--- config.mk ---
export PLATFORM = sky130hd
export DESIGN_NAME = stable_sorted_priority_queue_top
export DESIGN_NICKNAME = d
export VERILOG_FILES = /design/src/hw/rtl/ssq_pkg.sv /design/src/hw/rtl/stable_sorted_priority_queue_top.sv /design/src/hw/rtl/ssq_cell.sv
export SDC_FILE = /design/constraint.sdc
export NUM_CORES = 2
export LEC_CHECK = 0
export BUFFER_PORTS_ARGS = -buffer_cell sky130_fd_sc_hd__buf_2
export CELL_PAD_IN_SITES_DETAIL_PLACEMENT = 1
export CELL_PAD_IN_SITES_GLOBAL_PLACEMENT = 1
export CORE_UTILIZATION = 55
export CTS_CLUSTER_DIAMETER = 60
export CTS_CLUSTER_SIZE = 12
export DETAILED_ROUTE_END_ITERATION = 8
export GPL_ROUTABILITY_DRIVEN = 0
export GPL_TIMING_DRIVEN = 0
export HOLD_SLACK_MARGIN = 0.1
export PLACE_DENSITY_LB_ADDON = 0.15
export SLEW_MARGIN = 20
export SYNTH_ARGS = -nofsm -noshare
export SYNTH_HDL_FRONTEND = slang
export SYNTH_HIERARCHICAL = 1
export SYNTH_SLANG_ARGS = --single-unit
--- constraint.sdc ---
create_clock -name clock -period 8.6 [get_ports clock]
set_input_delay 1.29 -clock clock [delete_from_list [all_inputs] [get_ports clock]]
set_output_delay 1.29 -clock clock [all_outputs]
set_load 0.01 [all_outputs]
--- src/hw/rtl/ssq_pkg.sv ---
`default_nettype none
// ----------------------------------------------------------------------------
// ssq_pkg
// Types, codes and defaults shared by the stable sorted priority queue.
// ----------------------------------------------------------------------------
package ssq_pkg;

   localparam int CAPACITY_DEFAULT = 16;
   localparam int COUNT_OUT_WIDTH  = 5;

   localparam logic       OP_INSERT = 1'b0;
   localparam logic       OP_POP    = 1'b1;

   localparam logic [1:0] STATUS_DONE  = 2'd0;
   localparam logic [1:0] STATUS_FULL  = 2'd1;
   localparam logic [1:0] STATUS_EMPTY = 2'd2;

   typedef struct packed {
      logic [15:0] key;
      logic [7:0]  pickup;
      logic [7:0]  dropoff;
      logic [1:0]  kind;
      logic [15:0] time_limit;
   } entry_type;

   typedef struct packed {
      logic        op;
      logic [15:0] key;
      logic [7:0]  pickup;
      logic [7:0]  dropoff;
      logic [1:0]  kind;
      logic [15:0] time_limit;
   } req_type;

   typedef struct packed {
      logic [15:0]                out_key;
      logic [7:0]                 out_pickup;
      logic [7:0]                 out_dropoff;
      logic [1:0]                 out_kind;
      logic [15:0]                out_time_limit;
      logic [1:0]                 status;
      logic [COUNT_OUT_WIDTH-1:0] count;
      logic                       is_empty;
      logic                       is_full;
   } rsp_type;

   // Broadcast to every cell of the row.
   typedef struct packed {
      logic      insert;
      logic      pop;
      entry_type entry;
   } ctl_type;

endpackage
`default_nettype wire

--- src/hw/rtl/stable_sorted_priority_queue_top.sv ---
`default_nettype none
// ----------------------------------------------------------------------------
// stable_sorted_priority_queue_top
// Bounded priority queue kept sorted by key in a row of compare-and-shift
// cells.
// ----------------------------------------------------------------------------
// One transaction is taken per clock cycle while req_stall is low, and its
// result appears on the rsp channel in the cycle after acceptance; every
// cell compares against the incoming key at once and the whole row shifts
// in that same cycle. Inserts go after all entries of equal key, pops
// return the head. An insert into a full queue is dropped with status
// FULL, a pop of an empty queue returns status EMPTY. The count field
// carries the low five bits of the fill level.
// ----------------------------------------------------------------------------
module stable_sorted_priority_queue_top
   import ssq_pkg::*;
#(
   parameter int CAPACITY = CAPACITY_DEFAULT
) (
   input  wire logic    clock,
   input  wire logic    reset,
   input  wire logic    req_valid,
   output      logic    req_stall,
   input  wire req_type req_data,
   output      logic    rsp_valid,
   input  wire logic    rsp_stall,
   output      rsp_type rsp_data
);

   localparam int CW = $clog2(CAPACITY + 1);

   logic [CW-1:0] count_ff;
   logic [CW-1:0] count_in;
   logic          rsp_valid_ff;
   logic          rsp_valid_in;
   rsp_type       rsp_ff;
   rsp_type       rsp_in;

   logic          accept;
   logic          is_full_now;
   logic          is_empty_now;
   ctl_type       ctl;

   entry_type     cell_entry [CAPACITY];
   logic          cell_gt    [CAPACITY];

   // Accept while the output slot is free or drains this cycle.
   assign req_stall    = rsp_valid_ff && rsp_stall;
   assign accept       = req_valid && !req_stall;
   assign is_full_now  = (count_ff == CW'(CAPACITY));
   assign is_empty_now = (count_ff == '0);

   always_comb begin
      ctl.entry.key        = req_data.key;
      ctl.entry.pickup     = req_data.pickup;
      ctl.entry.dropoff    = req_data.dropoff;
      ctl.entry.kind       = req_data.kind;
      ctl.entry.time_limit = req_data.time_limit;
      ctl.insert = accept && (req_data.op == OP_INSERT) && !is_full_now;
      ctl.pop    = accept && (req_data.op == OP_POP) && !is_empty_now;
   end

   for (genvar i = 0; i < CAPACITY; i++) begin : g_cell
      logic      occupied;
      logic      left_gt;
      entry_type left_entry;
      entry_type right_entry;

      assign occupied = (CW'(i) < count_ff);

      if (i == 0) begin : g_head
         assign left_gt    = 1'b0;
         assign left_entry = ctl.entry;
      end else begin : g_body
         assign left_gt    = cell_gt[i-1];
         assign left_entry = cell_entry[i-1];
      end

      // The tail slot falls out of range on a pop; its contents do not matter.
      if (i == CAPACITY - 1) begin : g_tail
         assign right_entry = cell_entry[i];
      end else begin : g_inner
         assign right_entry = cell_entry[i+1];
      end

      ssq_cell u_cell (
         .clock       (clock),
         .ctl         (ctl),
         .occupied    (occupied),
         .left_gt     (left_gt),
         .left_entry  (left_entry),
         .right_entry (right_entry),
         .gt          (cell_gt[i]),
         .entry       (cell_entry[i])
      );
   end

   always_comb begin
      count_in = count_ff;
      if (ctl.insert) begin
         count_in = count_ff + CW'(1);
      end else if (ctl.pop) begin
         count_in = count_ff - CW'(1);
      end

      rsp_in                = '0;
      rsp_in.status         = STATUS_DONE;
      if (req_data.op == OP_INSERT) begin
         if (is_full_now) begin
            rsp_in.status = STATUS_FULL;
         end
      end else begin
         if (is_empty_now) begin
            rsp_in.status = STATUS_EMPTY;
         end else begin
            rsp_in.out_key        = cell_entry[0].key;
            rsp_in.out_pickup     = cell_entry[0].pickup;
            rsp_in.out_dropoff    = cell_entry[0].dropoff;
            rsp_in.out_kind       = cell_entry[0].kind;
            rsp_in.out_time_limit = cell_entry[0].time_limit;
         end
      end
      rsp_in.count    = COUNT_OUT_WIDTH'(count_in);
      rsp_in.is_empty = (count_in == '0);
      rsp_in.is_full  = (count_in == CW'(CAPACITY));

      rsp_valid_in = rsp_valid_ff;
      if (accept) begin
         rsp_valid_in = 1'b1;
      end else if (!rsp_stall) begin
         rsp_valid_in = 1'b0;
      end
   end

   always_ff @(posedge clock) begin
      if (reset) begin
         count_ff     <= '0;
         rsp_valid_ff <= 1'b0;
      end else begin
         count_ff     <= count_in;
         rsp_valid_ff <= rsp_valid_in;
      end
   end

   always_ff @(posedge clock) begin
      if (accept) begin
         rsp_ff <= rsp_in;
      end
   end

   assign rsp_valid = rsp_valid_ff;
   assign rsp_data  = rsp_ff;

endmodule
`default_nettype wire

--- src/hw/rtl/ssq_cell.sv ---
`default_nettype none
// ----------------------------------------------------------------------------
// ssq_cell
// One slot of the sorted row: compares its key with the broadcast entry,
// then holds, takes the new entry, takes its left neighbour or its right one.
// ----------------------------------------------------------------------------
module ssq_cell
   import ssq_pkg::*;
(
   input  wire logic      clock,
   input  wire ctl_type   ctl,
   input  wire logic      occupied,
   input  wire logic      left_gt,
   input  wire entry_type left_entry,
   input  wire entry_type right_entry,
   output      logic      gt,
   output      entry_type entry
);

   entry_type entry_ff;
   entry_type entry_in;

   // An empty slot counts as greater, so the new entry lands at the tail.
   assign gt    = !occupied || (entry_ff.key > ctl.entry.key);
   assign entry = entry_ff;

   always_comb begin
      entry_in = entry_ff;
      if (ctl.insert) begin
         if (left_gt) begin
            entry_in = left_entry;
         end else if (gt) begin
            entry_in = ctl.entry;
         end
      end else if (ctl.pop) begin
         entry_in = right_entry;
      end
   end

   always_ff @(posedge clock) begin
      entry_ff <= entry_in;
   end

endmodule
`default_nettype wire
== Yosys cells after proc, flatten, opt, wreduce, memory -nomap -nowiden ==
Index checks and enable logic that the tools add are counted.

* Logic and storage cells: 274
* Input bits: 55
* Bits in registers: 865

* Bitwise gates (word level): 1
* Reductions and logical operators: 62
* Order comparisons: 32
* Eq/ne operators: 18
* Add/sub/neg operators: 2
* Multiplexer cells: 68

{| class="wikitable"
|+ Operator list
! cell !! number
|-
| $mux 50 || 61
|-
| $gt 16x16->1 || 16
|-
| $ne 3x1->1 const B || 14
|-
| $lt 4x5->1 const A || 8
|-
| $reduce_and 2->1 || 16
|-
| $lt 3x5->1 const A || 4
|-
| $logic_not 1->1 || 19
|-
| $logic_or 1x1->1 || 16
|-
| $eq 5x5->1 const B || 2
|-
| $logic_not 5->1 || 2
|-
| $lt 1x5->1 const A || 2
|-
| $lt 2x5->1 const A || 2
|-
| $mux 5 || 2
|-
| $logic_and 1x1->1 || 6
|-
| $add 5x1->5 const B || 1
|-
| $sub 5x1->5 const B || 1
|-
| $mux 2 || 2
|-
| $ne 2x1->1 const B || 2
|-
| $reduce_bool 2->1 || 2
|-
| $mux 1 || 3
|-
| $reduce_or 2->1 || 1
|-
| $not 1->1 || 1
|}

== Logic depth before layout (Yosys ltp) ==
* Depth after elaboration: 8
* Gate-level depth with buffers: 11
* Gate-level depth less buffers: 9

== Cells and area by module ==
The synthesis kept the hierarchy.

{| class="wikitable"
|+ By module, submodules not included
! module !! instances !! area each (um^2) !! cells an instance !! sequential area each (um^2)
|-
| ssq_cell at g_cell[0].u_cell ... || 11 || 2,944.1 || 276 || 1,501.4
|-
| ssq_cell at g_cell[5].u_cell ... || 5 || 2,949.1 || 276 || 1,501.4
|-
| stable_sorted_priority_queue_top || 1 || 2,803.9 || 217 || 1,891.8
|}

== Worst setup path after synthesis ==
Ideal clock, no wire load.

* Path kind: input-to-reg
* Start point: input port req_data[50] (netlist bit)
* End point: register g_cell[0].u_cell.entry_ff (netlist bit g_cell[0].u_cell/entry[0]), enable pin
* Data arrival time: 5.704 ns
* Path slack: 2.481 ns
* Buffers on the path: 4
* Data required time: 8.184 ns
* Stages on the path: 6
* Cell sequence: clkbuf_1 clkbuf_1 clkbuf_1 nor3_1 clkbuf_1 o32a_1

{| class="wikitable"
|+ RTL lines
! element !! RTL line !! text
|-
| from (decl) || stable_sorted_priority_queue_top.sv:24 || <nowiki>input wire req_type req_data,</nowiki>
|-
| to (signal assigned) || ssq_cell.sv:41 || <nowiki>entry_ff <= entry_in;</nowiki>
|-
| to (decl) || ssq_cell.sv:20 || <nowiki>entry_type entry_ff;</nowiki>
|}

==> impl_metrics.tcl <==
set metrics [dict create \
    cts-hold-fix-buffers 0 \
    firstDrtPassIters 5 \
    critPathKind "input pin to flip-flop" \
    p_leak_nw 25.7 \
    reg2reg_slack_ps 3850 \
    syn_inst 4632 \
    rows 110 \
    stdcell_area_mm2 0.0553 \
    power.density_mw_per_mm2 237 \
    min_period_ps 4820 \
    hold_path.class "flip-flop to flip-flop" \
    antenna_found_initial 5 \
    clkSinkCount 865 \
    clockBufferDepth 3 \
    grt_pass1_vias 38000 \
    timing.final.crit_share 0.561 \
    crit_path_end_kind "flip-flop" \
    fin_skew_ps 31.7 \
    grt_overflow 0 \
    hold_depth 1 \
    peakVddDrop_mv 0.153 \
    die_w_um 303 \
    maxSlewHeadroom 0.331 \
    p_total_mw 13.1 \
    postRouteAntennaNets 0 \
    nets 5177 \
    place_hpwl_um 108000 \
    yosys_warnings 6 \
    hp-start "g_cell[0].u_cell/entry[8]$_DFFE_PP_" \
    worst_pin_slew_ps 1000 \
    setup_viol 0 \
    syn_area_per_cell_um2 10.8 \
    max_freq_mhz 207 \
    grt_pass1_wl_um 216000 \
    status "finished clean" \
    cp-start-kind "input pin" \
    postCtsResizedCells 0 \
    cts_tree "built" \
    io_buffer_count 114 \
    finalHoldViolCount 0 \
    drc_errors 0 \
    ioPinCount 116 \
    slowest_stage "o32a_2" \
    timing.rr.end "g_cell[15].u_cell/entry[27]$_DFFE_PP_" \
    final_util 0.614 \
    place_area_mm2 0.0524 \
    grt_max_degree 68 \
    syn-cell-area_mm2 0.0499 \
    r2r-start "count_ff[0]$_SDFF_PP0_" \
    cts_made_buffers 93 \
    grt_util_all_layers 0.301 \
    drt_wl_total_um 140000 \
    arrival_ps 5230 \
    h-tree-depth 3 \
    whs_ps 584 \
    vias 35941 \
    die_h_um 303 \
    syn-num-nets 4947 \
    slowest_delay_ps 590 \
    postCtsSetupRepairBufs 0 \
    die_area_mm2 0.0920 \
    start_util 0.555 \
    drive_above_1_share 0.0846 \
    reg2regPathDepth 13 \
    clk_pin_slew_worst_paths_ps 60 \
    areaGrowthSynthToFinish_pct 10.7 \
    clk_latency_ps 670 \
    setup-tns-final_ps 0 \
    root_buffer "clkbuf_16" \
    core_mm2 0.0900 \
    required_ps 9010 \
    cap_viol_max_count 0 \
    hold_path_end "rsp_data[17]$_SDFFCE_PP0N_" \
    worstPathMaxFanout 34 \
    cp_cell_sequence "clkbuf_1 > clkbuf_1 > clkbuf_1 > nor3_2 > buf_4 > buf_4 > buf_4 > buf_4 > clkbuf_1 > nand2_1 > o32a_2 > buf_12" \
    rsz0062_at_grt "false" \
    wl_per_cell_um 22.9 \
    drv_slew 0 \
    routed_via_density 5.89 \
    drt_iter0_markers 2332 \
]
## registers in the layout, summed over array words and instances (netlist names)
register             flops
g_cell.u_cell/entry    800
rsp_data                59
count_ff                 5
rsp_valid                1
## worst max path at each step
stage / slack (ps) / to / cells after the start / start
after detailed placement: 3140 / g_cell[15].u_cell/entry[23]$_DFFE_PP_ / 12 / req_data[50]
after floorplan: 2480 / g_cell[0].u_cell/entry[0]$_DFFE_PP_ / 6 / req_data[50]
after global placement: -1390 / g_cell[15].u_cell/entry[22]$_DFFE_PP_ / 6 / req_data[50]
final: 3780 / g_cell[15].u_cell/entry[27]$_DFFE_PP_ / 12 / req_data[50]
after CTS: 3790 / g_cell[15].u_cell/entry[27]$_DFFE_PP_ / 13 / count_ff[0]$_SDFF_PP0_
after global routing: 3710 / g_cell[15].u_cell/entry[27]$_DFFE_PP_ / 12 / req_data[50]
## power by group
part	switching (mW)	leakage (nW)	internal [mW]
combinational	1.99	16.2	1.20
sequential	0.474	8.10	5.55
clock	1.70	1.40	2.20
total	4.17	25.7	8.96
## critical path: cells and delay by family
| kind | cells | cell delay (ps) |
|---|---|---|
| compound gates | 1 | 590 |
| simple gates | 2 | 610 |
| buf+inv | 9 | 2680 |
## per-layer routing
layer | up-vias | global-route usage | share of wire
li1 | 17316 | - | -
met1 | 17563 | 0.401 | 0.44
met2 | 854 | 0.518 | 0.49
met3 | 206 | 0.0291 | 0.041
met4 | 2 | 0.0967 | 0.030
met5 | - | 0 | 0.000093
## area by class of cell
type | instances | area (µm²)
fillers | 9535 | 34700
clock buffers | 108 | 2440
flip-flops and latches | 865 | 25900
repair buffers | 135 | 928
inverters | 269 | 1010
well taps | 1176 | 1470
multi-input cells | 3208 | 21800
plain buffers | 290 | 1210
diodes | 5 | 12.5
clock inverters | 41 | 453
## metrics by stage
step	setup WS (ps)	cells
after floorplan	2480	4632
after CTS	3790	6092
after global routing	3710	6096
final	3780	6097
after global placement	-1390	5922
after detailed placement	3140	5943
## placed cells by master (no fill, tap or decap), types with 6 or more instances in the layout
| cell | n |
|---|---|
| buf_12 | 16 |
| bufinv_16 | 6 |
| nand4_2 | 11 |
| nor4_2 | 11 |
| clkinv_2 | 10 |
| nand2_1 | 80 |
| nand2b_1 | 24 |
| edfxtp_1 | 859 |
| a31oi_1 | 7 |
| and3_1 | 51 |
| nor4_1 | 7 |
| a21boi_2 | 11 |
| dfxtp_1 | 6 |
| o32a_2 | 16 |
| buf_4 | 6 |
| o21ai_2 | 6 |
| inv_1 | 268 |
| ha_1 | 260 |
| clkinv_1 | 9 |
| nor3_1 | 14 |
| nor2_1 | 816 |
| mux2i_1 | 800 |
| o221ai_1 | 11 |
| o21a_1 | 22 |
| o21ai_0 | 22 |
| nor2b_1 | 21 |
| and2_1 | 13 |
| clkbuf_16 | 95 |
| clkbuf_1 | 160 |
| nand4_1 | 42 |
| o31a_1 | 11 |
| buf_1 | 59 |
| a21oi_1 | 905 |
| buf_2 | 194 |
(Power assumes the default switching activity.)
